==> src/hdl/ffp_pkg.sv <==
// ----------------------------------------------------------------------------
// ffp_pkg
// Shared types, constants and the sine table generator of the Frenet-frame
// projection block.
// ----------------------------------------------------------------------------
package ffp_pkg;

	// Default sizes of the lane table and of the sine table.
	localparam int LANE_DEPTH_DEF = 1024;
	localparam int SINE_BITS_DEF  = 12;

	// Fixed field widths.
	localparam int CNT_W   = 11;
	localparam int IDX_W   = 10;
	localparam int POS_W   = 32;
	localparam int ANG_W   = 16;
	localparam int ARC_W   = 32;
	localparam int SPD_W   = 16;
	localparam int ACC_W   = 16;
	localparam int RES_W   = 17;

	// Half pi in Q30 for the table generator.
	localparam longint unsigned HALF_PI_Q30 = 64'd1686629713;

	// Item command codes.
	localparam logic CMD_LOAD  = 1'b0;
	localparam logic CMD_QUERY = 1'b1;

	// One lane point as stored in the lane memory.
	typedef struct packed {
		logic signed [POS_W-1:0] x;
		logic signed [POS_W-1:0] y;
		logic [ANG_W-1:0]        heading;
		logic [ARC_W-1:0]        arc;
	} entry_t;

	localparam int ENTRY_W = $bits(entry_t);

	// One query item waiting for the back end.
	typedef struct packed {
		logic signed [POS_W-1:0] pos_x;
		logic signed [POS_W-1:0] pos_y;
		logic [ANG_W-1:0]        heading;
		logic [SPD_W-1:0]        speed;
		logic signed [ACC_W-1:0] accel_x;
		logic signed [ACC_W-1:0] accel_y;
	} query_t;

	// Status of the back end as seen by the front end.
	typedef struct packed {
		logic busy;
		logic take;
	} back_stat_t;

	// First-quadrant sine in Q1.15 by an integer Taylor series in Q30.
	function automatic int quarter_sine(int k, int bits);
		longint unsigned x;
		longint unsigned term;
		longint          sum;
		begin
			x = (HALF_PI_Q30 * longint'(k)) >> (bits - 2);
			term = x;
			sum = longint'(x);
			term = (((term * x) >> 30) * x) >> 30;
			term = term / 6;
			sum = sum - longint'(term);
			term = (((term * x) >> 30) * x) >> 30;
			term = term / 20;
			sum = sum + longint'(term);
			term = (((term * x) >> 30) * x) >> 30;
			term = term / 42;
			sum = sum - longint'(term);
			term = (((term * x) >> 30) * x) >> 30;
			term = term / 72;
			sum = sum + longint'(term);
			term = (((term * x) >> 30) * x) >> 30;
			term = term / 110;
			sum = sum - longint'(term);
			term = (((term * x) >> 30) * x) >> 30;
			term = term / 156;
			sum = sum + longint'(term);
			term = (((term * x) >> 30) * x) >> 30;
			term = term / 210;
			sum = sum - longint'(term);
			if (sum < 0) begin
				sum = 0;
			end
			sum = (sum + 16384) >>> 15;
			if (sum > 32767) begin
				sum = 32767;
			end
			return int'(sum);
		end
	endfunction

	// Full-wave table entry built from quarter-wave symmetry.
	function automatic logic signed [15:0] sine_at(int i, int bits);
		int q;
		int r;
		int qn;
		int v;
		begin
			qn = 1 << (bits - 2);
			q = i >> (bits - 2);
			r = i & (qn - 1);
			if (q == 0) begin
				v = quarter_sine(r, bits);
			end else if (q == 1) begin
				v = quarter_sine(qn - r, bits);
			end else if (q == 2) begin
				v = -quarter_sine(r, bits);
			end else begin
				v = -quarter_sine(qn - r, bits);
			end
			return 16'(v);
		end
	endfunction

endpackage

==> src/hdl/ffp_front.sv <==
// ----------------------------------------------------------------------------
// ffp_front
// Accepts items, writes lane points into the lane memory and queues queries
// for the back end in a two-entry queue.
// ----------------------------------------------------------------------------
module ffp_front #(
	parameter int LANE_DEPTH = ffp_pkg::LANE_DEPTH_DEF
) (
	input  logic                            clk,
	input  logic                            arst_n,
	input  logic                            in_valid,
	output logic                            in_ready,
	input  logic                            cmd,
	input  logic [ffp_pkg::IDX_W-1:0]       point_index,
	input  logic signed [ffp_pkg::POS_W-1:0] pos_x,
	input  logic signed [ffp_pkg::POS_W-1:0] pos_y,
	input  logic [ffp_pkg::ANG_W-1:0]       heading,
	input  logic [ffp_pkg::ARC_W-1:0]       point_arc,
	input  logic [ffp_pkg::SPD_W-1:0]       speed,
	input  logic signed [ffp_pkg::ACC_W-1:0] accel_x,
	input  logic signed [ffp_pkg::ACC_W-1:0] accel_y,
	output logic                            wr_en,
	output logic [$clog2(LANE_DEPTH)-1:0]   wr_addr,
	output ffp_pkg::entry_t                 wr_data,
	output logic                            q_valid,
	output ffp_pkg::query_t                 q_data,
	input  ffp_pkg::back_stat_t             back_stat
);

	import ffp_pkg::*;

	localparam int AW = $clog2(LANE_DEPTH);

	query_t     fifo_q [2];
	logic       wptr_q;
	logic       rptr_q;
	logic [1:0] count_q;
	logic       push;
	logic       pop;
	logic       in_take;
	logic       idx_ok;

	// A load waits until every earlier query has left the back end.
	assign in_ready = (cmd == CMD_QUERY) ? (count_q != 2'd2)
	                                     : ((count_q == 2'd0) && !back_stat.busy);
	assign in_take  = in_valid && in_ready;
	assign push     = in_take && (cmd == CMD_QUERY);
	assign pop      = back_stat.take;

	// Lane point write; an index beyond the table is dropped.
	assign idx_ok  = 32'(point_index) < 32'(LANE_DEPTH);
	assign wr_en   = in_take && (cmd == CMD_LOAD) && idx_ok;
	assign wr_addr = AW'(point_index);
	assign wr_data = '{x: pos_x, y: pos_y, heading: heading, arc: point_arc};

	assign q_valid = (count_q != 2'd0);
	assign q_data  = fifo_q[rptr_q];

	// Queue pointers and fill count.
	always_ff @(posedge clk or negedge arst_n) begin
		if (!arst_n) begin
			wptr_q  <= 1'b0;
			rptr_q  <= 1'b0;
			count_q <= 2'd0;
		end else begin
			if (push) begin
				wptr_q <= !wptr_q;
			end
			if (pop) begin
				rptr_q <= !rptr_q;
			end
			count_q <= count_q + 2'(push) - 2'(pop);
		end
	end

	// Queue storage.
	always_ff @(posedge clk) begin
		if (push) begin
			fifo_q[wptr_q] <= '{pos_x: pos_x, pos_y: pos_y, heading: heading,
			                    speed: speed, accel_x: accel_x, accel_y: accel_y};
		end
	end

endmodule

==> config.mk <==
export PLATFORM = sky130hd
export DESIGN_NAME = ffp_front
export DESIGN_NICKNAME = d
export VERILOG_FILES = /design/src/hdl/ffp_pkg.sv /design/src/hdl/ffp_front.sv
export SDC_FILE = /design/constraint.sdc
export NUM_CORES = 1
export LEC_CHECK = 0
export BUFFER_PORTS_ARGS = -buffer_cell sky130_fd_sc_hd__buf_4
export CAP_MARGIN = 20
export CORE_ASPECT_RATIO = 0.75
export CORE_UTILIZATION = 35
export CTS_BUF_LIST = sky130_fd_sc_hd__clkbuf_2 sky130_fd_sc_hd__clkbuf_4 sky130_fd_sc_hd__clkbuf_8
export DETAILED_ROUTE_END_ITERATION = 10
export GPL_ROUTABILITY_DRIVEN = 0
export PLACE_DENSITY = 0.68
export SYNTH_ARGS = -nofsm -noshare
export SYNTH_HDL_FRONTEND = slang
export SYNTH_SLANG_ARGS = --single-unit
==> constraint.sdc <==
create_clock -name clk -period 6.8 [get_ports clk]
set_clock_uncertainty 0.15 [all_clocks]
set_input_delay 0 -clock clk [delete_from_list [all_inputs] [get_ports clk]]
set_output_delay 0 -clock clk [all_outputs]
set_load 0.02 [all_outputs]
After elaboration in Yosys (flattened, before gate mapping)
Memories as Yosys holds them, arrays and structs flattened.
Cells that the tools add are included.
{ "classes": {"n_reduce_logical": 9, "n_mul": 0, "addsub": 2, "mux": 3, "bitwise": 1, "order_cmp": 0, "n_div": 0, "n_eq_ne": 1, "shifts": 0} }
{ "op_table": {"columns": ["operator", "n"], "rows": [
  ["$logic_and 1x1->1", 4],
  ["$logic_not 1->1", 3],
  ["$mux 1", 3],
  ["$add 2x1->2", 1],
  ["$logic_not 2->1", 1],
  ["$ne 2x2->1 const B", 1],
  ["$reduce_bool 2->1", 1],
  ["$sub 2x1->2", 1],
  ["$not 1->1", 1]
]} }
{ "totals": {"latchBits": 0, "regBits": 4, "input_bits": 176, "romBits": 0, "out_inout_bits": 253, "mem_count": 1, "wordCells": 20, "ramBits": 256} }
{ "memory_table": {"columns": ["memory", "depth", "width", "read_ports", "rd_ports_with_merged_regs", "wr", "line_no", "rtl"], "rows": [
  ["fifo_q", 2, 128, 1, 0, 1, "ffp_front.sv:34", "query_t fifo_q [2];"]
]} }

Longest topological paths before layout
Gate-level depths: netlist of run 1.
{ "depth": {"word_depth": 7, "ltp_mapped": 7, "mapped_depth_nobuf": 7} }

Least setup slack after synthesis of run 1
No wires, ideal clock.
{ "synth_path": {"path_kind": "register -> register", "startpoint": "register count_q[0]", "endpoint": "memory fifo_q[0][0] in the netlist's numbering, enable pin", "t_arrival_ps": 5970, "period_less_slack_ps": 6737, "setup_ps": 617, "path_buffers": 0, "required_time_ps": 6033, "stages_incl_launch_ff": 4, "path_slack_ps": 63, "path_cell_list": "dfrtp_1 -> nand2b_1 -> nand3_1 -> nor2_1"} }
{ "synth_between": {"elab_chain_len": 7, "word_cells_on_any_way": 8, "cone_classes": "1 x eq/ne; 3 x mux; 4 x reduce/logical"} }
{ "synth_rtl": {"columns": ["item", "line_no", "rtl"], "rows": [
  ["start: declaration", "ffp_front.sv:37", "logic [1:0] count_q;"],
  ["start signal: assignment", "ffp_front.sv:72", "count_q <= count_q + 2'(push) - 2'(pop);"],
  ["$logic_not 2->1", "ffp_front.sv:45", ": ((count_q == 2'd0) && !back_stat.busy);"],
  ["$logic_and 1x1->1", "ffp_front.sv:45", null],
  ["$mux 1 (*)", "ffp_front.sv:44", "assign in_ready = (cmd == CMD_QUERY) ? (count_q != 2'd2)"],
  ["$logic_and 1x1->1 (*)", "ffp_front.sv:46", "assign in_take = in_valid && in_ready;"],
  ["$logic_and 1x1->1 (*)", "ffp_front.sv:47", "assign push = in_take && (cmd == CMD_QUERY);"],
  ["$mux 1 (*)", "ffp_front.sv:78", "if (push) begin"],
  ["$mux 1 (not written as such) (*)", "ffp_front.sv:79", "fifo_q[wptr_q] <= '{pos_x: pos_x, pos_y: pos_y, heading: heading,"],
  ["end: declaration", "ffp_front.sv:34", null]
]} }
Every way passes the cells marked *; elsewhere a longest branch is shown, timed or not.

==> out/results.ini, run 1 <==
[status]
status=completed

[cells_and_area]
n_antenna_cell=0
final_util_pct=52.3
areaGrowthSynthToFinish_pct=46.7
fillers=2282
drive_gt1_share_pct=53.2
fin_nets=1178
fin_cells=1418
fin_area_mm2=0.0153

[clock_tree]
cts.path.max_buffers=3
cts_setup_buffers=0
clk_latency_ps=540
clock-root-buffer=clkbuf_8
cts_max_level=2
clkTransAtPathRegs_ps=60
cts_tree=yes
cts_buffers=42
cts.sink_count=260

[routing]
via_count=6249
drt-total-wl_um=24700
ant_nets=0
via_per_inst=4.41
drc=0
first_iter_violations=203
dr.pass1.iters=4
wl_per_cell_um=17.5

[global_routing]
use_met2_pct=26.1
track_usage_pct=15.6
first_global_vias=6501
grt_max_degree=71
busiest_layer=met2
antenna_found_initial=0
grtUsageMet3_pct=5.19
grt_pass1_wl_um=36100
met1_usage_pct=19.0
overflow=0

[power_and_ir_drop]
power_mw=5.12
comb_power_share_pct=34.3
switchingPower_mw=1.61
ir_drop_v=0.000237
pwr-share-clk_pct=24.5
seq_power_share_pct=41.3
p_leak_nw=5.87
cellPowerDensity_mw_per_mm2=335
p_sw_share_pct=31.5
internal_power_mw=3.51

[synthesis]
syn_nets=718
syn_area_per_cell_um2=19.3
synth-seq-area-share_pct=74.8
ys_warn_count=0
synth-seq-cells=260
synth_area_mm2=0.0104
ys_types=16
syn_inst=540

[floorplan]
die_w_um=201
die_y_um=151
start_util_pct=35.7
dieArea_mm2=0.0304
core_mm2=0.0292
pin_count=429
rows=54

[critical_path]
cpLargestDelayFamily=buffers and inverters
path_cells=buf_4, mux2_2, buf_4
cp.required_ps=6650
crit_top_cell=buf_4
critPathKind=register to output pin
cp_num_buf_inv=2
crit_path_top_delay_cell=dfrtp_4
cp.arrival_ps=3130
critPathCaptureType=output pin
cpPeakStageDelay_ps=960
crit_path_start_kind=register
crit_fanout=70

[placement]
pre_cts_ws_ps=4070
place_inst=1145
placed_cell_area_mm2=0.0125
io_buffers=344
hpwlAfterDp_um=13800

[timing]
slew_violations=0
max_slew_margin_pct=33.2
worstMarginPinSlew_ps=1000
fin_crit_sh_pct=48.3
worst_slack_ps=3520
period_needed_ps=3280
tns_ps=0
setup_violations=0
holdWs_ps=36.0
clock.fmax_ghz=0.305
finalHoldViolations=0
rsz0062_at_grt=no

[hold_path]
min_path_type=primary input to register

[run]
drv_cap=0

-- cells in the final DEF, fill, tap and decap left out, types with 2 or more instances in the layout --
master           n
buf_4          349
clkbuf_4        17
clkbuf_8        43
clkinv_1         5
clkinv_2         3
clkinvlp_4       2
dfrtp_1          3
dlygate4sd3_1  203
edfxtp_1       256
ha_1             2
inv_1            2
mux2_2         128
nor2_4           2
xnor2_1          3
-- timing repair --
action | 4_1_cts | 5_1_grt
gates resized for setup | 0 | 0
hold endpoints to repair | 312 | 0
hold buffers | 203 | 0
setup endpoints to repair | 0 | 0
-- synth_stat cells (all sizes together) --
cell	count	share of area [%]
nor2	3	0.11
o21a	1	0.072
edfxtp	256	74
nor4b	1	0.084
nand3	1	0.048
inv	2	0.072
dfrtp	4	0.96
mux2	128	14
or2	1	0.060
buf	136	10
xnor2	3	0.25
nand2b	1	0.060
xor2	1	0.084
ha	2	0.24
-- kinds of logic (layout without fill, tap and decap cells) --
kind of cell / count (synthesis) / in the layout / share of synthesized area [%]
flip-flops: 260 / 260 / 74.8
buffers and inverters: 138 / 624 / 10.3
multiplexers: 128 / 128 / 13.8
AND/OR/NAND/NOR: 7 / 7 / 0.361
XOR/XNOR: 4 / 4 / 0.337
adder cells (fa/ha/maj): 2 / 2 / 0.240
AO/OA/AOI/OAI: 1 / 1 / 0.0722
-- registers in the layout, indices dropped and copies added (netlist names) --
name,cells
fifo_q,256
wptr_q,1
count_q,2
rptr_q,1
-- layout make-up --
class | count | area (um2) | area share [%]
clock buffers | 60 | 719 | 4.71
clock inverters | 10 | 48.8 | 0.320
inverters | 2 | 7.51 | 0.0492
multi-input cells | 142 | 1560 | 10.2
flip-flops and latches | 260 | 7790 | 51.0
well taps | 392 | 490 | 3.21
repair buffers | 552 | 4650 | 30.5
-- worst paths after layout --
path | startpoint | to | slack [ps] | depth (start not counted)
worst max-delay path | rptr_q$_DFFE_PN0P_ | q_data[14] | 3520 | 3
worst min-delay path | accel_y[6] | fifo_q[0][6]$_DFFE_PP_ | 40 | 2
worst max register to register | count_q[0]$_DFF_PN0_ | fifo_q[1][12]$_DFFE_PP_ | 3780 | 5
worst min register to register | count_q[1]$_DFF_PN0_ | count_q[1]$_DFF_PN0_ | 370 | 1
max in group asynchronous | arst_n | rptr_q$_DFFE_PN0P_ | 6090 | 3
min in group asynchronous | arst_n | rptr_q$_DFFE_PN0P_ | 210 | 3
-- per-layer routing --
layer,share of wire [%],up-vias,wire length (um)
met5,0,-,0
met4,2.0,0,504
met3,8.7,47,2150
met2,49,294,12100
met1,40,3075,9970
li1,-,2833,-
-- power by group through the flow --
| stage | logic [mW] | clock network [mW] | registers [mW] |
|---|---|---|---|
| after floorplan | 1.15 | 0 | 2.10 |
| after global placement | 1.64 | 0 | 2.14 |
| after detailed placement | 1.64 | 0 | 2.15 |
| after CTS | 1.76 | 1.29 | 2.12 |
| after global routing | 1.85 | 1.37 | 2.14 |
| final | 1.76 | 1.25 | 2.11 |
(Power assumes the default switching activity.)
==> inputs of run 2 (changes only) <==
--- a/config.mk
+++ b/config.mk
@@ -5,6 +5,7 @@
 export SDC_FILE = /design/constraint.sdc
 export NUM_CORES = 1
 export LEC_CHECK = 0
+export ABC_AREA = 1
 export BUFFER_PORTS_ARGS = -buffer_cell sky130_fd_sc_hd__buf_4
 export CAP_MARGIN = 20
 export CORE_ASPECT_RATIO = 0.75
@@ -12,7 +13,7 @@
 export CTS_BUF_LIST = sky130_fd_sc_hd__clkbuf_2 sky130_fd_sc_hd__clkbuf_4 sky130_fd_sc_hd__clkbuf_8
 export DETAILED_ROUTE_END_ITERATION = 10
 export GPL_ROUTABILITY_DRIVEN = 0
-export PLACE_DENSITY = 0.68
+export PLACE_DENSITY = 0.67
 export SYNTH_ARGS = -nofsm -noshare
 export SYNTH_HDL_FRONTEND = slang
 export SYNTH_SLANG_ARGS = --single-unit
==> constraint.sdc (replaced) <==
create_clock -name clk -period 2.7 [get_ports clk]
set_clock_uncertainty 0.15 [all_clocks]
set_input_delay 0 -clock clk [delete_from_list [all_inputs] [get_ports clk]]
set_output_delay 0 -clock clk [all_outputs]
set_load 0.02 [all_outputs]
==> run 2 against run 1 <==
  * Sequential share of layout area shrank 1.3 points
  * Largest power group unchanged
  * Area after synthesis grew 1.8%
  * Critical endpoint is now fifo_q[1][75]$_DFFE_PP_
  * Hold slack gained 12 ps
==> out/results.ini, run 2 <==
[clock_tree]
cts.path.max_buffers=3
cts_buffers=41
cts_setup_buffers=0
cts_tree=yes
cts_max_level=2
cts.sink_count=260
clock-root-buffer=clkbuf_8
clk_latency_ps=540
clkTransAtPathRegs_ps=60

[placement]
pre_cts_ws_ps=921
placed_cell_area_mm2=0.0128
hpwlAfterDp_um=16400
io_buffers=344

[routing]
drt-total-wl_um=27600
dr.pass1.iters=4
via_per_inst=4.33
drc=0
ant_nets=0
wl_per_cell_um=16.2
via_count=7368
first_iter_violations=411

[synthesis]
syn_area_per_cell_um2=12.9
synth_top_area_share_pct=72.6
syn_inst=822
syn_nets=1000
ys_types=14
ys_top_cells_by_area=edfxtp_1 73%, buf_4 8.9%, o21ai_0 6.0%, inv_1 4.9%, nand2_1 4.9%
synth-seq-area-share_pct=73.5
synth_most_common_cell=edfxtp_1
async_flop_share_pct=1.54
synthTopCellsByCount=256 x edfxtp_1, 137 x inv_1, 137 x nand2_1, 128 x o21ai_0, 126 x buf_4
synth_top_area_cell=edfxtp_1
synth_area_mm2=0.0106
synth-seq-cells=260
synth-main-ff-cell=edfxtp_1
ys_warn_count=0
synth_edf_count=256

[global_routing]
busiest_layer=met2
overflow=0
grt_pass1_wl_um=41400
antenna_found_initial=2
use_met2_pct=31.0
track_usage_pct=17.3
grt_max_degree=82
grtUsageMet3_pct=5.18
first_global_vias=7626
met1_usage_pct=19.2

[floorplan]
core_mm2=0.0294
die_y_um=153
pin_count=429
rows=54
dieArea_mm2=0.0310
die_w_um=203
start_util_pct=36.0

[timing]
tns_ps=0
period_needed_ps=2350
max_slew_margin_pct=62.4
fin_crit_sh_pct=87.0
worstMarginPinSlew_ps=565
setup_violations=0
slew_violations=0
rsz0062_at_grt=no
finalHoldViolations=0
worst_slack_ps=350
clock.fmax_ghz=0.426

[cells_and_area]
final_util_pct=53.3
regMostFlops=fifo_q
layout_commonest_cell=buf_4
most-common-layout-cells=352 x buf_4, 256 x edfxtp_1, 204 x dlygate4sd3_1
fin_nets=1454
areaGrowthSynthToFinish_pct=48.0
largestRegisters=fifo_q: 256 flops, count_q: 2 flops
drive_gt1_share_pct=32.7
largest_reg_flops=256
fin_area_mm2=0.0157

[critical_path]
critPathCaptureType=register
critPathKind=register to register
cp_num_buf_inv=3
path_cells=inv_2, nand2_2, nand3_2, dlygate4sd3_1, nor2_4, buf_12
crit_path_start_kind=register
cp.arrival_ps=2370
cp.required_ps=2720
cpPeakStageDelay_ps=630
crit_path_top_delay_cell=dlygate4sd3_1
cpLargestDelayFamily=buffers and inverters
crit_fanout=68

[power_and_ir_drop]
p_leak_nw=6.65
ir_drop_v=0.000515
cellPowerDensity_mw_per_mm2=875
power_mw=13.7

[run]
drv_cap=0

[status]
status=completed

[hold_path]
min_path_type=primary input to register

==> run 2: cell type report <==
cell class	instances	area, um2
fill	2290	13700
sequential	260	7790
timing repair buffer	561	4780
multi-input combinational	275	1240
clock buffer	59	718
inverter	137	518
tap	392	490
clock inverter	15	123
antenna	2	5.00
==> run 2: worst paths after layout <==
path	slack, ps	cells past startpoint	startpoint	end
max in group asynchronous	1960	3	arst_n	rptr_q$_DFFE_PN0P_
min in group asynchronous	240	3	arst_n	count_q[0]$_DFF_PN0_
min	50	2	accel_y[3]	fifo_q[1][3]$_DFFE_PP_
min reg2reg	410	1	count_q[0]$_DFF_PN0_	count_q[0]$_DFF_PN0_
max	350	6	count_q[0]$_DFF_PN0_	fifo_q[1][75]$_DFFE_PP_
max reg2reg	350	6	count_q[0]$_DFF_PN0_	fifo_q[1][75]$_DFFE_PP_
==> run 2: cells by family after synthesis <==
logic type | count (synthesis) | share of synthesized area (%)
AO/OA/AOI/OAI | 129 | 6.12
AND/OR/NAND/NOR | 143 | 5.14
buffers and inverters | 287 | 14.9
adder cells (fa/ha/maj) | 2 | 0.236
XOR/XNOR | 1 | 0.0827
flip-flops | 260 | 73.5
==> run 2: per-stage QoR <==
step | hold slack (ps) | cells
floorplan | -446 | 822
global placement | -352 | 1421
detailed placement | -351 | 1421
CTS | 0.336 | 1699
global route | 13.9 | 1701
finish | 48.5 | 1701
==> run 2: worst reg2reg max path, stage by stage, from the launching register on <==
cell	delay, ps
dfrtp_1	380
inv_2	50
nand2_2	90
nand3_2	70
dlygate4sd3_1	630
nor2_4	190
buf_12	320
==> run 2: per-layer routing <==
| layer | routed length [um] | share of wire (%) |
|---|---|---|
| met5 | 0 | 0 |
| met4 | 790 | 2.9 |
| met3 | 2120 | 7.7 |
| met2 | 14000 | 51 |
| met1 | 10700 | 39 |
==> run 2: what timing repair did <==
item                                   in CTS  in global routing
gates resized for setup                     0                  0
endpoints found under the hold margin     322                  0
hold buffers                              204                  0
==> run 2: power breakdown <==
part	internal (mW)	total, mW	leakage, nW	switching, mW
Combinational	1.97	5.09	3.83	3.12
Clock	1.90	3.38	0.436	1.47
Sequential	5.01	5.24	2.39	0.233
Total	8.88	13.7	6.65	4.83
==> inputs of run 3 (changes only) <==
--- a/config.mk
+++ b/config.mk
@@ -9,11 +9,11 @@
 export BUFFER_PORTS_ARGS = -buffer_cell sky130_fd_sc_hd__buf_4
 export CAP_MARGIN = 20
 export CORE_ASPECT_RATIO = 0.75
-export CORE_UTILIZATION = 35
+export CORE_UTILIZATION = 30
 export CTS_BUF_LIST = sky130_fd_sc_hd__clkbuf_2 sky130_fd_sc_hd__clkbuf_4 sky130_fd_sc_hd__clkbuf_8
 export DETAILED_ROUTE_END_ITERATION = 10
 export GPL_ROUTABILITY_DRIVEN = 0
-export PLACE_DENSITY = 0.67
+export PLACE_DENSITY = 0.6
 export SYNTH_ARGS = -nofsm -noshare
 export SYNTH_HDL_FRONTEND = slang
 export SYNTH_SLANG_ARGS = --single-unit
==> run 3 against run 2 <==
  * Register-to-register slack improved by 200 ps
  * Critical endpoint is now q_data[9]
  * Non-clock buffer count up 28
  * Sequential share of layout area is 1.2 points lower
==> out/results.ini, run 3 (synthesis results as in run 2) <==
[routing]
via_per_inst=4.12
via_count=7398
first_iter_violations=331
wl_per_cell_um=14.7
drt-total-wl_um=26500
dr.pass1.iters=4
drc=0
ant_nets=0

[cells_and_area]
fin_area_mm2=0.0161
drive_gt1_share_pct=31.7
layout_commonest_cell=buf_4
n_antenna_cell=0
most-common-layout-cells=347 x buf_4, 256 x edfxtp_1, 235 x dlygate4sd3_1
fin_nets=1484
largestRegisters=fifo_q: 256 flops, count_q: 2 flops
fillers=3043
regMostFlops=fifo_q
final_util_pct=46.3
largest_reg_flops=256
areaGrowthSynthToFinish_pct=51.7

[critical_path]
crit_path_start_kind=register
cp.required_ps=2550
critPathCaptureType=output pin
timing.reg2reg.setup_slack_ps=550
crit_fanout=43
critPathKind=register to output pin
reg2reg_depth=6
cp.arrival_ps=2100

[timing]
fin_crit_sh_pct=83.3
period_needed_ps=2250
finalHoldViolations=0
setup_violations=0
max_slew_margin_pct=60.9
clock.fmax_ghz=0.445
tns_ps=0
rsz0062_at_grt=no
holdWs_ps=46.4
worstMarginPinSlew_ps=586
slew_violations=0

[floorplan]
die_w_um=219
start_util_pct=30.5
pin_count=429
rows=59
die_y_um=165
core_mm2=0.0347
dieArea_mm2=0.0361

[run]
drv_cap=0

[global_routing]
overflow=0
grt_pass1_wl_um=38200
grt_max_degree=84
track_usage_pct=13.8
first_global_vias=7213
antenna_found_initial=0

[status]
status=completed

[clock_tree]
cts_tree=yes
clkTransAtPathRegs_ps=60
cts_buffers=43
cts.path.max_buffers=3
cts_resized=0
cts_max_level=2
cts.sink_count=260
clk_latency_ps=530
clock-root-buffer=clkbuf_8

[placement]
placed_cell_area_mm2=0.0128
hpwlAfterDp_um=15600
io_buffers=344

[hold_path]
min_path_type=primary input to register
whs_path_depth=2

[power_and_ir_drop]
p_leak_nw=6.78
power_mw=13.8
cellPowerDensity_mw_per_mm2=857
ir_drop_v=0.000498

[run 3: timing repair]
item	4_1_cts	5_1_grt
hold buffers	235	0
setup endpoints to repair	0	3
setup buffers	0	1
endpoints found under the hold margin	363	0
[run 3: path summary, 6_finish.rpt]
path / from / end
hold / removal: pos_x[18] / fifo_q[0][114]$_DFFE_PP_
hold reg to reg: count_q[0]$_DFF_PN0_ / count_q[0]$_DFF_PN0_
max in group asynchronous: arst_n / rptr_q$_DFFE_PN0P_
min in group asynchronous: arst_n / count_q[0]$_DFF_PN0_
setup / recovery: rptr_q$_DFFE_PN0P_ / q_data[9]
setup reg to reg: count_q[0]$_DFF_PN0_ / wptr_q$_DFFE_PN0P_
[run 3: through the flow]
| stage | setup slack (ps) | instances |
|---|---|---|
| after floorplan | -406 | 822 |
| after global placement | 757 | 1482 |
| after detailed placement | 762 | 1482 |
| after CTS | 147 | 1794 |
| after global routing | 208 | 1795 |
| final | 451 | 1795 |
[run 3: worst max-delay path: stages, from the launching register on]
cell,delay [ps]
dfrtp_4,800
buf_4,400
nand2_1,70
o21ai_0,100
buf_4,180
[run 3: area by class of cell]
type / count / area (um2) / area share [%]
Sequential cell: 260 / 7790 / 48.5
Timing Repair Buffer: 589 / 5100 / 31.7
Multi-Input combinational cell: 275 / 1240 / 7.73
Clock buffer: 57 / 709 / 4.42
Tap cell: 457 / 572 / 3.56
Inverter: 137 / 518 / 3.22
Clock inverter: 20 / 136 / 0.849
[run 3: layer usage]
| layer | GRT usage [%] | part of all wire, % | vias to the layer above |
|---|---|---|---|
| met5 | 0 | 0 | - |
| met1 | 14.9 | 38 | 3468 |
| met4 | 4.73 | 2.4 | 0 |
| met2 | 25.2 | 51 | 301 |
| met3 | 4.62 | 8.7 | 47 |
| li1 | - | - | 3582 |
[run 3: report_power, final]
part | switching [mW] | total [mW] | internal, mW
Combinational | 3.09 | 5.10 | 2.01
Clock | 1.52 | 3.42 | 1.90
Sequential | 0.236 | 5.24 | 5.01
