[config.mk]
export PLATFORM = sky130hd
export DESIGN_NAME = ffp_ram
export DESIGN_NICKNAME = d
export VERILOG_FILES = /design/src/hdl/ffp_ram.sv
export SDC_FILE = /design/constraint.sdc
export NUM_CORES = 1
export LEC_CHECK = 0
export BUFFER_PORTS_ARGS = -buffer_cell sky130_fd_sc_hd__buf_4
export CORE_ASPECT_RATIO = 1.4
export CORE_MARGIN = 4
export CORE_UTILIZATION = 50
export DETAILED_ROUTE_END_ITERATION = 6
export GPL_TIMING_DRIVEN = 0
export PLACE_DENSITY = 0.64
export SLEW_MARGIN = 20
export SYNTH_ARGS = -nofsm -noshare
export SYNTH_HDL_FRONTEND = slang
export SYNTH_SLANG_ARGS = --single-unit
[constraint.sdc]
create_clock -name clk -period 2.1 [get_ports clk]
set_input_delay 0.105 -clock clk [delete_from_list [all_inputs] [get_ports clk]]
set_output_delay 0.105 -clock clk [all_outputs]
set_load 0.05 [all_outputs]
[src/hdl/ffp_ram.sv]
// ----------------------------------------------------------------------------
// ffp_ram
// Generic simple dual-port RAM, one write port and one registered read port.
// ----------------------------------------------------------------------------
module ffp_ram #(
	parameter int WIDTH = 8,
	parameter int DEPTH = 16
) (
	input  logic                     clk,
	input  logic                     we,
	input  logic [$clog2(DEPTH)-1:0] waddr,
	input  logic [WIDTH-1:0]         wdata,
	input  logic [$clog2(DEPTH)-1:0] raddr,
	output logic [WIDTH-1:0]         rdata
);

	logic [WIDTH-1:0] mem_q [DEPTH];

	// Write and registered read.
	always_ff @(posedge clk) begin
		if (we) begin
			mem_q[waddr] <= wdata;
		end
		rdata <= mem_q[raddr];
	end

endmodule

## Yosys cells after proc, flatten, opt, wreduce, memory -nomap -nowiden

Memory sizes are Yosys's and may differ from the RTL's. A register that Yosys moved wholly into a read port is not among the register bits.
Index checks and enable logic that the tools add are counted.

- Register bits: 0
- Bits in writable memories: 128
- Input bits: 18
- Output and inout port bits: 8
- Word-level logic and storage cells: 3
- Memories kept: 1

- Mux-type cells: 2

Memory list:

| memory | words | bits a word | read ports | clocked after memory_dff | wr ports | RTL line | source |
|---|---|---|---|---|---|---|---|
| mem_q | 16 | 8 | 1 | 1 | 1 | 17 | `logic [WIDTH-1:0] mem_q [DEPTH];` |

Operators with widths:

| kind | number |
|---|---|
| 2-to-1 mux 1 bit | 2 |

## Longest topological paths before layout

Gate-level depths: netlist (run 1).

- Word-level depth: 2
- Depth in mapped cells: 5
- Depth with buffers taken out: 3

## Worst setup path after synthesis (run 1)

Ideal clock, no wire load.

- Path type: input to register
- From: input port waddr[2]
- To: memory mem_q[0][0], enable pin
- Library setup time: 383 ps
- Arrival: 1,215 ps
- Required time: 1,717 ps
- Slack: 502 ps
- Stages on the path: 2
- Buffers on the path: 0
- Cells stage by stage: or3b_2 nor3_1

RTL lines:

| what | RTL line | source |
|---|---|---|
| from (decl) | 11 | `input logic [$clog2(DEPTH)-1:0] waddr,` |
| to (decl) | 17 |  |

Straight into the memory's write port.

==> results of run 1 <==
-- state kept, by name, indices dropped and copies added, names as in the netlist --
name	count
mem_q	128
rdata	8
-- area by class of cell --
type                    instances  area share [%]
plain buffers                  10           1.415
flip-flops and latches        136           65.63
clock inverters                 7          0.5742
multi-input cells              83           17.66
repair buffers                 24           2.953
well taps                     135           2.769
clock buffers                  25           9.003
-- power groups by stage --
stage	Combinational (mW)	Sequential [mW]	Clock, mW
after global placement	0.367	3.10	0
after global routing	0.395	3.06	2.97
after detailed placement	0.375	3.11	0
after CTS	0.378	3.05	2.84
final	0.372	3.05	2.81
after floorplan	0.154	3.17	0
-- metal layers --
layer  up-vias  global-route usage (%)  wire (um)
met5         -                       0          0
met4         0                   7.993        166
met3        17                   4.463        573
met2        77                   30.36       5152
met1      1239                   22.48       3928
li1       1057                       -          -
-- logic make-up (layout without fill, tap and decap cells) --
family                 count (synthesis)  in the layout  synth area share (%)
flip-flops                           136            136                 77.78
buffers and inverters                 10             66                 1.677
AO/OA/AOI/OAI                         16             16                 2.334
AND/OR/NAND/NOR                       35             35                 3.184
multiplexers                          32             32                 15.02
-- metrics by stage --
stage,total power [mW],utilization [%],TNS (ns)
floorplan,3.322,-,0
global placement,3.471,54.93,-0.5913
global route,6.422,60.97,0
finish,6.230,60.97,0
detailed placement,3.482,55.13,0
CTS,6.274,60.97,0
-- worst paths after layout --
check	cells after the start	end
worst max-delay path	3	rdata[2]$_DFF_P_
worst min-delay path	1	mem_q[13][5]$_DFFE_PP_
worst max register to register	3	rdata[2]$_DFF_P_
worst min register to register	3	rdata[0]$_DFF_P_
-- layout by cell type (no fill, tap or decap), drive strengths merged --
cell             n
clkdlybuf4s25    3
edfxtp         128
or3b             1
nand3            1
and2             1
nand3b           2
and2b            1
nor2            13
a22oi           16
nand2            9
nand2b           2
clkbuf          25
clkinv           7
dfxtp            8
nor2b            1
buf             31
nor3             4
mux4            32
-- synth_stat cells, drive strengths merged --
master,count
nor3,4
nand2b,2
and2b,1
clkdlybuf4s25,3
dfxtp,8
edfxtp,128
nand2,9
nand3,1
mux4,32
or3b,1
a22oi,16
buf,7
nand3b,2
and2,1
nor2b,1
nor2,13
==> impl_summary.txt, run 1 <==
----------------------------------------------------
[STA]
  Transition time of the tightest slew-check pin ... 0.8105 ns
  Worst clock skew on the final layout ... 0.005906 ns
  Tightest slew margin relative to the limit ... 45.77%
  Setup repair after global routing missed its margin ... no
  Final setup margin ... 0.6613 ns
  Final critical delay including setup and external delays ... 1.439 ns
  Period utilisation layout ... 68.51%
  Maximum operating frequency ... 695.1 MHz
  Max-slew violations ... 0
  Total of endpoints with negative setup slack in the final report ... 0
  Worst hold slack across all endpoints ... 0.02311 ns
  Final-report hold violation count ... 0

[Global routing]
  Largest net degree at the start of global routing ... 17
  First-pass GRT wire length ... 14840 um
  Remaining global-route overflow ... 0
  Number of antenna violations at the first check in global routing ... 0
  Vias in the first global route ... 2472
  Aggregate global-route resource usage ... 18.18%

[Floorplan]
  Horizontal die dimension ... 93.75 um
  Core Box Area ... 10010 um2
  Initial core utilization ... 51.44%
  Overall die area ... 12010 um2
  # IOs ... 26
  Height of the die ... 128.1 um
  Total number of placement rows ... 43

[Layout]
  Fill cell total of the finished layout ... 749
  Synthesis-to-finish area growth ... 18.52%
  Post-route design area ... 6101 um2
  Area of combinational cells with multiple inputs ... 1077 um2
  Share of cells above drive strength 1 ... 30.53%
  Post-layout nets ... 290
  Antenna fix cells ... 0
  Post-route non-filler standard cell count ... 420
  Area taken by flip-flops and latches ... 4004 um2

[Setup path]
  Cell family contributing the most delay on the critical path ... multiplexers
  Startpoint-to-endpoint class of the critical path ... register to register
  Crit path largest cell delay ... 0.56 ns
  Launch instance of the worst register-to-register path ... mem_q[1][2]$_DFFE_PP_
  Startpoint type of the worst setup path ... register
  CP max stage cell ... sky130_fd_sc_hd__mux4_1
  Setup slack of the most critical reg-to-reg path ... 0.66 ns
  Worst setup startpoint ... mem_q[1][2]$_DFFE_PP_
  Combined buffer and inverter count along the critical path ... 0
  Critical path data arrival time ... 1.73 ns
  Largest fanout of any net on the critical path ... 1
  Required time at the worst-slack endpoint ... 2.39 ns
  Worst path cell trace ... mux4_1 > a22oi_1 > nand2_1
  Crit. End Element ... register

[Yosys]
  Cell variety after synth ... 19
  Largest cells by area after synthesis ... sky130_fd_sc_hd__edfxtp_1, sky130_fd_sc_hd__mux4_2, sky130_fd_sc_hd__mux4_1, sky130_fd_sc_hd__dfxtp_1, sky130_fd_sc_hd__a22oi_1
  Flip-flop and latch count after synthesis ... 136
  Largest area contributor in the synthesized netlist ... sky130_fd_sc_hd__edfxtp_1
  Per-instance average area after synthesis ... 22.48 um2
  Post-synth design cell area ... 5147 um2
  Sequential share of the synthesized area ... 77.78%
  Share of the synthesized area in the top cell type ... 74.67%
  Count of warnings emitted by yosys ... 0
  Gate count after technology mapping ... 229
  Synthesized net count ... 247

[Detailed routing]
  Routed len/inst ... 23.38 um
  Via count of the routed design ... 2390
  Number of vias per cell ... 5.690
  Residual DRC count ... 0
  First-iteration detailed-routing DRC count ... 211
  Antenna Nets Post-Route ... 0
  Sum of routed wire length over all layers ... 9820 um
  First-pass iteration count of the detailed router ... 6

[Placed design]
  Placed Instance Area ... 5517 um2
  Final Wtd Congestion ... 0.7588
  Post-detail-place hpwl ... 6248 um
  Post-Place Setup Slack ... 0.3102 ns
  Count of placed standard cells including taps ... 388
  Port Buffers ... 24

[Power and ir drop]
  P per Cell Area ... 1021 nW/um2
  Internal power contribution ... 4.978 mW
  Share of total power in the clock network ... 45.0%
  Power share of the combinational group ... 6.0%
  Portion of total power attributed to sequential cells ... 49.0%
  Static power due to leakage ... 2.061 nW
  Sw power ... 1.252 mW
  Maximum vdd drop ... 0.5741 mV
  Switching portion of total power ... 20.10%

[CTS]
  CTS HTree Levels ... 4
  Max Buffers Root-to-Sink ... 2
  Setup fix buffers added after clock tree synthesis ... 0
  Hold buffer count at CTS ... 0
  CTS-repair resized insts ... 0
  Clock tree from TritonCTS ... yes
  Root buffer selected by CTS ... sky130_fd_sc_hd__clkbuf_16
  Clock-pin slew on the worst setup and hold paths ... 0.05 ns
  Clock sink count ... 136
  Clock latency on the worst-skew pair ... 0.41 ns
  Number of buffers created by CTS ... 17

[Flow run]
  Max-cap violation count ... 0

[Worst hold path]
  Class of the worst hold path ... input pin to register
  Hold Crit Start ... wdata[5]

[Outcome]
  Status ... complete, no violations

----------------------------------------------------
(Power assumes the default switching activity.)
==> inputs of run 2 (changes only) <==
ABC_AREA = 1   (was not set)
clock period = 1.44 ns   (was 2.1 ns; I/O delays follow)
==> run 2 against run 1 <==
Against the previous run: via count rose by 60%; die area grew 11%; first-iteration DRC count is 39% higher; combinational power grew 86%; hold slack worse by 0.0072 ns; clock power up 43%; clock skew shrank 0.00079 ns; wire length up 42%; sequential share of layout area fell by 5.6 points; non-clock buffer count grew 13; sequential cell count unchanged; critical path depth up 1; largest power group unchanged.
==> impl_summary.txt, run 2 <==
----------------------------------------------------
[Layout]
  Most frequent cells in the layout ... sky130_fd_sc_hd__nand2_1, sky130_fd_sc_hd__edfxtp_1, sky130_fd_sc_hd__inv_1, sky130_fd_sc_hd__nand3_1, sky130_fd_sc_hd__buf_4 (was sky130_fd_sc_hd__edfxtp_1, sky130_fd_sc_hd__buf_4, sky130_fd_sc_hd__clkbuf_16, sky130_fd_sc_hd__mux4_2, sky130_fd_sc_hd__a22oi_1)
  Share of cells above drive strength 1 ... 12.07% (was 30.53%)
  Biggest register ... mem_q (unchanged)
  Commonest non-fill, non-tap cell in the layout ... sky130_fd_sc_hd__nand2_1 (was sky130_fd_sc_hd__edfxtp_1)
  Flip-flop count of the largest register after layout ... 128 (unchanged)
  Regs by FF count ... mem_q x128, rdata x8 (unchanged)
  Synthesis-to-finish area growth ... 15.60% (was 18.52%)
  Antenna fix cells ... 0 (unchanged)
  Fraction of the core area covered by cells at the end of the flow ... 58.79% (was 60.97%)
  Post-route non-filler standard cell count ... 749 (was 420)
  Post-layout nets ... 611 (was 290)

[Yosys]
  Main combinational cell family by area after synthesis ... simple AND/OR/NAND/NOR gates (was multiplexers)
  Count leader, synth ... sky130_fd_sc_hd__nand2_1 (was sky130_fd_sc_hd__edfxtp_1)
  Cell variety after synth ... 12 (was 19)
  Share of the synthesized area in the top cell type ... 66.65% (was 74.67%)
  Async SR Flop Fraction ... 0% (unchanged)
  Simple logic cell fraction of the synthesized area ... 21.05% (was 3.184%)
  Commonest cells in the netlist ... sky130_fd_sc_hd__nand2_1, sky130_fd_sc_hd__edfxtp_1, sky130_fd_sc_hd__inv_1, sky130_fd_sc_hd__nand3_1, sky130_fd_sc_hd__nor2_1 (was sky130_fd_sc_hd__edfxtp_1, sky130_fd_sc_hd__mux4_2, sky130_fd_sc_hd__a22oi_1, sky130_fd_sc_hd__mux4_1, sky130_fd_sc_hd__nor2_1)
  Most frequently used flop master after synthesis ... sky130_fd_sc_hd__edfxtp_1 (unchanged)
  Count of warnings emitted by yosys ... 0 (unchanged)
  Per-instance average area after synthesis ... 10.47 um2 (was 22.48 um2)
  Post-synthesis xor/xnor area fraction ... 0% (unchanged)
  Portion of netlist area occupied by mux cells ... 0% (was 15.02%)
  Gate count after technology mapping ... 551 (was 229)
  Count of flip-flops with a built-in enable after synthesis ... 128 (unchanged)
  Post-synth design cell area ... 5767 um2 (was 5147 um2)
  Flip-flop and latch count after synthesis ... 136 (unchanged)
  Synthesized net count ... 569 (was 247)
  Largest area contributor in the synthesized netlist ... sky130_fd_sc_hd__edfxtp_1 (unchanged)
  Post-Synth Adder-Cell Area ... 0% (unchanged)
  Largest cells by area after synthesis ... sky130_fd_sc_hd__edfxtp_1, sky130_fd_sc_hd__nand2_1, sky130_fd_sc_hd__nand3_1, sky130_fd_sc_hd__inv_1, sky130_fd_sc_hd__dfxtp_1 (was sky130_fd_sc_hd__edfxtp_1, sky130_fd_sc_hd__mux4_2, sky130_fd_sc_hd__mux4_1, sky130_fd_sc_hd__dfxtp_1, sky130_fd_sc_hd__a22oi_1)
  Compound-cell area share of the yosys netlist ... 0% (was 2.333%)
  Sequential share of the synthesized area ... 69.43% (was 77.78%)

[Placed design]
  Final Wtd Congestion ... 0.9037 (was 0.7588)
  Post-detail-place hpwl ... 9275 um (was 6248 um)
  Port Buffers ... 22 (was 24)
  Count of placed standard cells including taps ... 717 (was 388)

[Setup path]
  FF-to-FF path depth ... 6 (was 3)
  Crit path largest cell delay ... 0.69 ns (was 0.56 ns)
  Critical path data arrival time ... 1.11 ns (was 1.73 ns)
  CP max stage cell ... sky130_fd_sc_hd__nor2_1 (was sky130_fd_sc_hd__mux4_1)
  Endpoint of the worst-slack reg-to-reg timing path ... rdata[3]$_DFF_P_ (was rdata[2]$_DFF_P_)
  Crit. End Element ... register (unchanged)
  Worst path cell trace ... buf_4 > inv_1 > nand2_1 > nor2_1 (was mux4_1 > a22oi_1 > nand2_1)
  Number of logic stages on the critical path including buffering ... 4 (was 3)
  Startpoint type of the worst setup path ... input pin (was register)
  Startpoint-to-endpoint class of the critical path ... input pin to register (was register to register)
  Launch instance of the worst register-to-register path ... mem_q[2][3]$_DFFE_PP_ (was mem_q[1][2]$_DFFE_PP_)
  Combined buffer and inverter count along the critical path ... 2 (was 0)
  Required time at the worst-slack endpoint ... 1.48 ns (was 2.39 ns)
  Worst setup startpoint ... waddr[1] (was mem_q[1][2]$_DFFE_PP_)
  Setup slack of the most critical reg-to-reg path ... 0.41 ns (was 0.66 ns)
  Largest fanout of any net on the critical path ... 8 (was 1)
  Cell family contributing the most delay on the critical path ... simple AND/OR/NAND/NOR gates (was multiplexers)

[STA]
  Setup repair after global routing missed its margin ... no (unchanged)
  Worst clock skew on the final layout ... 0.005113 ns (was 0.005906 ns)
  Maximum operating frequency ... 933.7 MHz
  Total of endpoints with negative setup slack in the final report ... 0 (unchanged)
  Tightest slew margin relative to the limit ... 42.12% (was 45.77%)
  Final TNS setup ... 0 ns (unchanged)
  Max-slew violations ... 0 (unchanged)
  Final-report hold violation count ... 0 (unchanged)
  Period utilisation layout ... 74.38%
  Final critical delay including setup and external delays ... 1.071 ns
  Transition time of the tightest slew-check pin ... 0.8651 ns (was 0.8105 ns)
  Worst hold slack across all endpoints ... 0.01592 ns (was 0.02311 ns)

[Worst hold path]
  Class of the worst hold path ... input pin to register (unchanged)
  Endpoint with the worst hold slack ... mem_q[14][4]$_DFFE_PP_ (was mem_q[13][5]$_DFFE_PP_)
  Hold Crit Depth ... 1 (unchanged)
  Hold Crit Start ... wdata[4] (was wdata[5])

[Floorplan]
  Total number of placement rows ... 46 (was 43)
  Core Box Area ... 11340 um2 (was 10010 um2)
  Height of the die ... 135.1 um (was 128.1 um)
  # IOs ... 26 (unchanged)
  Overall die area ... 13340 um2 (was 12010 um2)
  Horizontal die dimension ... 98.77 um (was 93.75 um)
  Initial core utilization ... 50.86% (was 51.44%)

[Global routing]
  Remaining global-route overflow ... 0 (unchanged)
  Largest net degree at the start of global routing ... 17 (unchanged)
  First-pass GRT wire length ... 21360 um (was 14840 um)
  Aggregate global-route resource usage ... 22.16% (was 18.18%)
  Number of antenna violations at the first check in global routing ... 0 (unchanged)
  Vias in the first global route ... 3679 (was 2472)

[CTS]
  Clock latency on the worst-skew pair ... 0.41 ns (about the same)
  Hold buffer count at CTS ... 1 (was 0)
  Max Buffers Root-to-Sink ... 2 (unchanged)
  Clock sink count ... 136 (unchanged)
  Setup fix buffers added after clock tree synthesis ... 0 (unchanged)
  Number of buffers created by CTS ... 17 (unchanged)
  CTS HTree Levels ... 4 (unchanged)
  Clock-pin slew on the worst setup and hold paths ... 0.05 ns (about the same)
  CTS-repair resized insts ... 0 (unchanged)
  Root buffer selected by CTS ... sky130_fd_sc_hd__clkbuf_16 (unchanged)
  Clock tree from TritonCTS ... yes (unchanged)

[Power and ir drop]
  P per Cell Area ... 1375 nW/um2 (was 1021 nW/um2)
  Static power due to leakage ... 2.898 nW (was 2.061 nW)
  Maximum vdd drop ... 0.9638 mV (was 0.5741 mV)
  Total power draw ... 9.164 mW (was 6.230 mW)

[Detailed routing]
  Residual DRC count ... 0 (unchanged)
  Antenna Nets Post-Route ... 0 (unchanged)
  Sum of routed wire length over all layers ... 13990 um (was 9820 um)
  First-pass iteration count of the detailed router ... 5 (was 6)
  Routed len/inst ... 18.68 um (was 23.38 um)
  Number of vias per cell ... 5.100 (was 5.690)
  Via count of the routed design ... 3820 (was 2390)
  First-iteration detailed-routing DRC count ... 294 (was 211)

[Outcome]
  Status ... complete, no violations (unchanged)

[Flow run]
  Max-cap violation count ... 0 (unchanged)

----------------------------------------------------
## run 2: worst max path at each step
stage                             end  slack, ns
2_1_floorplan  mem_q[10][0]$_DFFE_PP_       0.42
3_3_place_gp    mem_q[7][7]$_DFFE_PP_      -0.04
3_5_place_dp    mem_q[4][1]$_DFFE_PP_      -0.11
4_1_cts         mem_q[4][2]$_DFFE_PP_       0.33
5_1_grt         mem_q[1][7]$_DFFE_PP_       0.29
6_report        mem_q[1][0]$_DFFE_PP_       0.37
## run 2: power by group
part	leakage [nW]	internal [mW]	switching [mW]
logic	1.41	0.199	0.494
clock network	0.264	2.50	1.52
registers	1.22	4.43	0.0235
total	2.90	7.13	2.03
## run 2: cells by family after synthesis
logic type,after synthesis
buffers and inverters,126
and+or+nand+nor,289
DFF,136
## run 2: stage by stage
step | instance area, um2 | worst slack [ns]
2_1_floorplan | 5767 | 0.4172
3_3_place_gp | 6112 | -0.04047
3_5_place_dp | 6112 | -0.1107
4_1_cts | 6666 | 0.3286
5_1_grt | 6666 | 0.2909
6_report | 6666 | 0.3689
## run 2: routing by layer
metal / part of all wire, % / global-route usage, %
met3: 6.3 / 4.341
met5: 0 / 0
met4: 3.1 / 9.871
met2: 47 / 34.01
met1: 43 / 30.76
## run 2: cell type report
| type | count | area, um2 |
|---|---|---|
| sequential | 136 | 4004 |
| fill | 967 | 4672 |
| timing repair buffer | 23 | 175.2 |
| clock buffer | 20 | 436.7 |
| multi-input combinational | 289 | 1214 |
| clock inverter | 11 | 107.6 |
| inverter | 102 | 382.9 |
| tap | 144 | 180.2 |
| buffer | 24 | 166.4 |
==> inputs of run 3 (changes only) <==
ABC_AREA = 0   (was 1)
PLACE_DENSITY = 0.67   (was 0.64)
clock period = 0.9 ns   (was 1.44 ns; I/O delays follow)
==> run 3 against run 2 <==
Against the previous run: the run now ends with negative setup slack left; hold slack better by 0.12 ns; final area shrank 3.1%; die area is 10% lower; critical endpoint is now rdata[7]$_DFF_P_.
==> impl_summary.txt, run 3 (synthesized netlist as in run 1, its figures left out) <==
----------------------------------------------------
[Outcome]
  Status ... finished, violations left (was complete, no violations)
  Failing checks ... negative setup slack

[Detailed routing]
  Residual DRC count ... 0 (unchanged)
  Number of vias per cell ... 5.541 (was 5.100)
  Met3 routed WL ... 546 um (was 881 um)
  Routed len/inst ... 22.35 um (was 18.68 um)
  Topmost layer with routed signal wires ... met4 (unchanged)
  First-iteration detailed-routing DRC count ... 229 (was 294)
  Antenna Nets Post-Route ... 0 (unchanged)
  First-pass iteration count of the detailed router ... 4 (was 5)
  Via count of the routed design ... 2405 (was 3820)
  Wl on met1 ... 3828 um (was 6076 um)
  Sum of routed wire length over all layers ... 9698 um (was 13990 um)
  Routed met2 length ... 5161 um (was 6604 um)

[Worst hold path]
  Hold Crit Start ... raddr[1] (was wdata[4])
  Class of the worst hold path ... input pin to register (unchanged)
  Hold Crit Depth ... 4 (was 1)
  Endpoint with the worst hold slack ... rdata[0]$_DFF_P_ (was mem_q[14][4]$_DFFE_PP_)

[CTS]
  Root buffer selected by CTS ... sky130_fd_sc_hd__clkbuf_16 (unchanged)
  CTS HTree Levels ... 4 (unchanged)
  Number of buffers created by CTS ... 17 (unchanged)
  Clock sink count ... 136 (unchanged)
  Clock-pin slew on the worst setup and hold paths ... 0.06 ns (was 0.05 ns)
  Clock latency on the worst-skew pair ... 0.41 ns (about the same)
  Max Buffers Root-to-Sink ... 2 (unchanged)
  Clock tree from TritonCTS ... yes (unchanged)

[Setup path]
  Startpoint type of the worst setup path ... register (was input pin)
  Startpoint-to-endpoint class of the critical path ... register to register (was input pin to register)
  Critical path data arrival time ... 1.62 ns (was 1.11 ns)
  Setup slack of the most critical reg-to-reg path ... -0.43 ns (was 0.41 ns)
  FF-to-FF path depth ... 3 (was 6)
  Launch instance of the worst register-to-register path ... mem_q[7][7]$_DFFE_PP_ (was mem_q[2][3]$_DFFE_PP_)
  Crit. End Element ... register (unchanged)
  Largest fanout of any net on the critical path ... 1 (was 8)
  Required time at the worst-slack endpoint ... 1.19 ns (was 1.48 ns)
  Endpoint of the worst-slack reg-to-reg timing path ... rdata[7]$_DFF_P_ (was rdata[3]$_DFF_P_)

[Floorplan]
  Core Box Area ... 10010 um2 (was 11340 um2)
  Horizontal die dimension ... 93.75 um (was 98.77 um)
  Height of the die ... 128.1 um (was 135.1 um)
  Total number of placement rows ... 43 (was 46)
  Initial core utilization ... 51.44% (was 50.86%)
  # IOs ... 26 (unchanged)
  Overall die area ... 12010 um2 (was 13340 um2)

[STA]
  Final-report hold violation count ... 0 (unchanged)
  Worst clock skew on the final layout ... 0.005416 ns (was 0.005113 ns)
  Tightest slew margin relative to the limit ... 49.06% (was 42.12%)
  Total of endpoints with negative setup slack in the final report ... 16 (was 0)
  Final setup margin ... -0.4250 ns (was 0.3689 ns)
  Maximum operating frequency ... 754.7 MHz
  Setup repair after global routing missed its margin ... yes (was no)
  Period utilisation layout ... 147.2%
  Transition time of the tightest slew-check pin ... 0.7613 ns (was 0.8651 ns)
  Final critical delay including setup and external delays ... 1.325 ns
  Max-slew violations ... 0 (unchanged)

[Layout]
  Flip-flop count of the largest register after layout ... 128 (unchanged)
  Regs by FF count ... mem_q x128, rdata x8 (unchanged)
  Synthesis-to-finish area growth ... 25.55% (was 15.60%)
  Area taken by flip-flops and latches ... 4013 um2 (was 4004 um2)
  Biggest register ... mem_q (unchanged)
  Commonest non-fill, non-tap cell in the layout ... sky130_fd_sc_hd__edfxtp_1 (was sky130_fd_sc_hd__nand2_1)
  Post-layout nets ... 304 (was 611)
  Fill cell total of the finished layout ... 696 (was 967)
  Antenna fix cells ... 0 (unchanged)
  Area of combinational cells with multiple inputs ... 1182 um2 (was 1214 um2)
  Most frequent cells in the layout ... sky130_fd_sc_hd__edfxtp_1, sky130_fd_sc_hd__mux4_2, sky130_fd_sc_hd__buf_4, sky130_fd_sc_hd__clkbuf_16, sky130_fd_sc_hd__nor2_4 (was sky130_fd_sc_hd__nand2_1, sky130_fd_sc_hd__edfxtp_1, sky130_fd_sc_hd__inv_1, sky130_fd_sc_hd__nand3_1, sky130_fd_sc_hd__buf_4)
  Share of cells above drive strength 1 ... 45.15% (was 12.07%)

[Placed design]
  Port Buffers ... 24 (was 22)
  Post-detail-place hpwl ... 6034 um (was 9275 um)
  Post-Place Setup Slack ... -0.6643 ns (was -0.1107 ns)
  Final Wtd Congestion ... 0.7056 (was 0.9037)

[Power and ir drop]
  P per Cell Area ... 2282 nW/um2 (was 1375 nW/um2)
  Total power draw ... 14.75 mW (was 9.164 mW)
  Static power due to leakage ... 2.116 nW (was 2.898 nW)
  Maximum vdd drop ... 1.324 mV (was 0.9638 mV)

[Global routing]
  First-pass GRT wire length ... 15190 um (was 21360 um)
  Vias in the first global route ... 2566 (was 3679)
  Aggregate global-route resource usage ... 18.61% (was 22.16%)
  Largest net degree at the start of global routing ... 17 (unchanged)
  Remaining global-route overflow ... 0 (unchanged)
  Number of antenna violations at the first check in global routing ... 0 (unchanged)

[Flow run]
  Max-cap violation count ... 0 (unchanged)

----------------------------------------------------
run 3: worst max-delay path by stage:
stage                               start                     end  slack [ns]  cells past startpoint
floorplan                        waddr[2]   mem_q[0][0]$_DFFE_PP_       -0.25                      2
global placement                 waddr[2]   mem_q[9][1]$_DFFE_PP_       -0.68                      3
detailed placement               waddr[2]  mem_q[11][1]$_DFFE_PP_       -0.66                      3
CTS                 mem_q[7][7]$_DFFE_PP_        rdata[7]$_DFF_P_       -0.45                      3
global route        mem_q[7][7]$_DFFE_PP_        rdata[7]$_DFF_P_       -0.48                      3
finish              mem_q[7][7]$_DFFE_PP_        rdata[7]$_DFF_P_       -0.43                      3
run 3: final cells by class:
cell class / instances / share of cell area, %
Buffer: 10 / 1.781
Sequential cell: 136 / 62.09
Clock inverter: 8 / 1.045
Timing Repair Buffer: 38 / 6.254
Multi-Input combinational cell: 83 / 18.30
Tap cell: 135 / 2.614
Clock buffer: 24 / 7.919
run 3: critical path, stage by stage (launching register included):
cell	delay, ns
sky130_fd_sc_hd__edfxtp_1	0.36
sky130_fd_sc_hd__mux4_2	0.51
sky130_fd_sc_hd__a22oi_2	0.25
sky130_fd_sc_hd__nand2_1	0.08
run 3: where the power goes:
part	internal (mW)	switching, mW
clock network	4.20	2.36
registers	7.09	0.0465
logic	0.454	0.593
total	11.8	3.00
run 3: per-layer routing:
layer / up-vias / global-route usage, %
met2: 77 / 29.49
met5: - / 0
met4: 0 / 7.908
met1: 1239 / 24.59
met3: 15 / 4.815
li1: 1074 / -
run 3: repair_timing:
item,in CTS,in global routing
endpoints found under the hold margin,128,0
hold buffers,8,0
pin swaps,3,1
gates cloned,0,0
setup buffers,5,1
endpoints found under the setup margin,88,32
gates resized for setup,35,4
run 3: per-stage QoR:
step           instance area (um2)  util, %  instances  hold slack, ns  setup TNS [ns]
6_report                      6462    64.58        434          0.1335          -3.106
2_1_floorplan                 5211        -        229          0.1439          -15.43
3_5_place_dp                  5560    55.56        388          0.3681          -61.71
5_1_grt                       6462    64.58        434          0.1364          -3.746
4_1_cts                       6422    64.18        433         0.07478          -3.417
3_3_place_gp                  5560    55.56        388          0.3540          -61.04
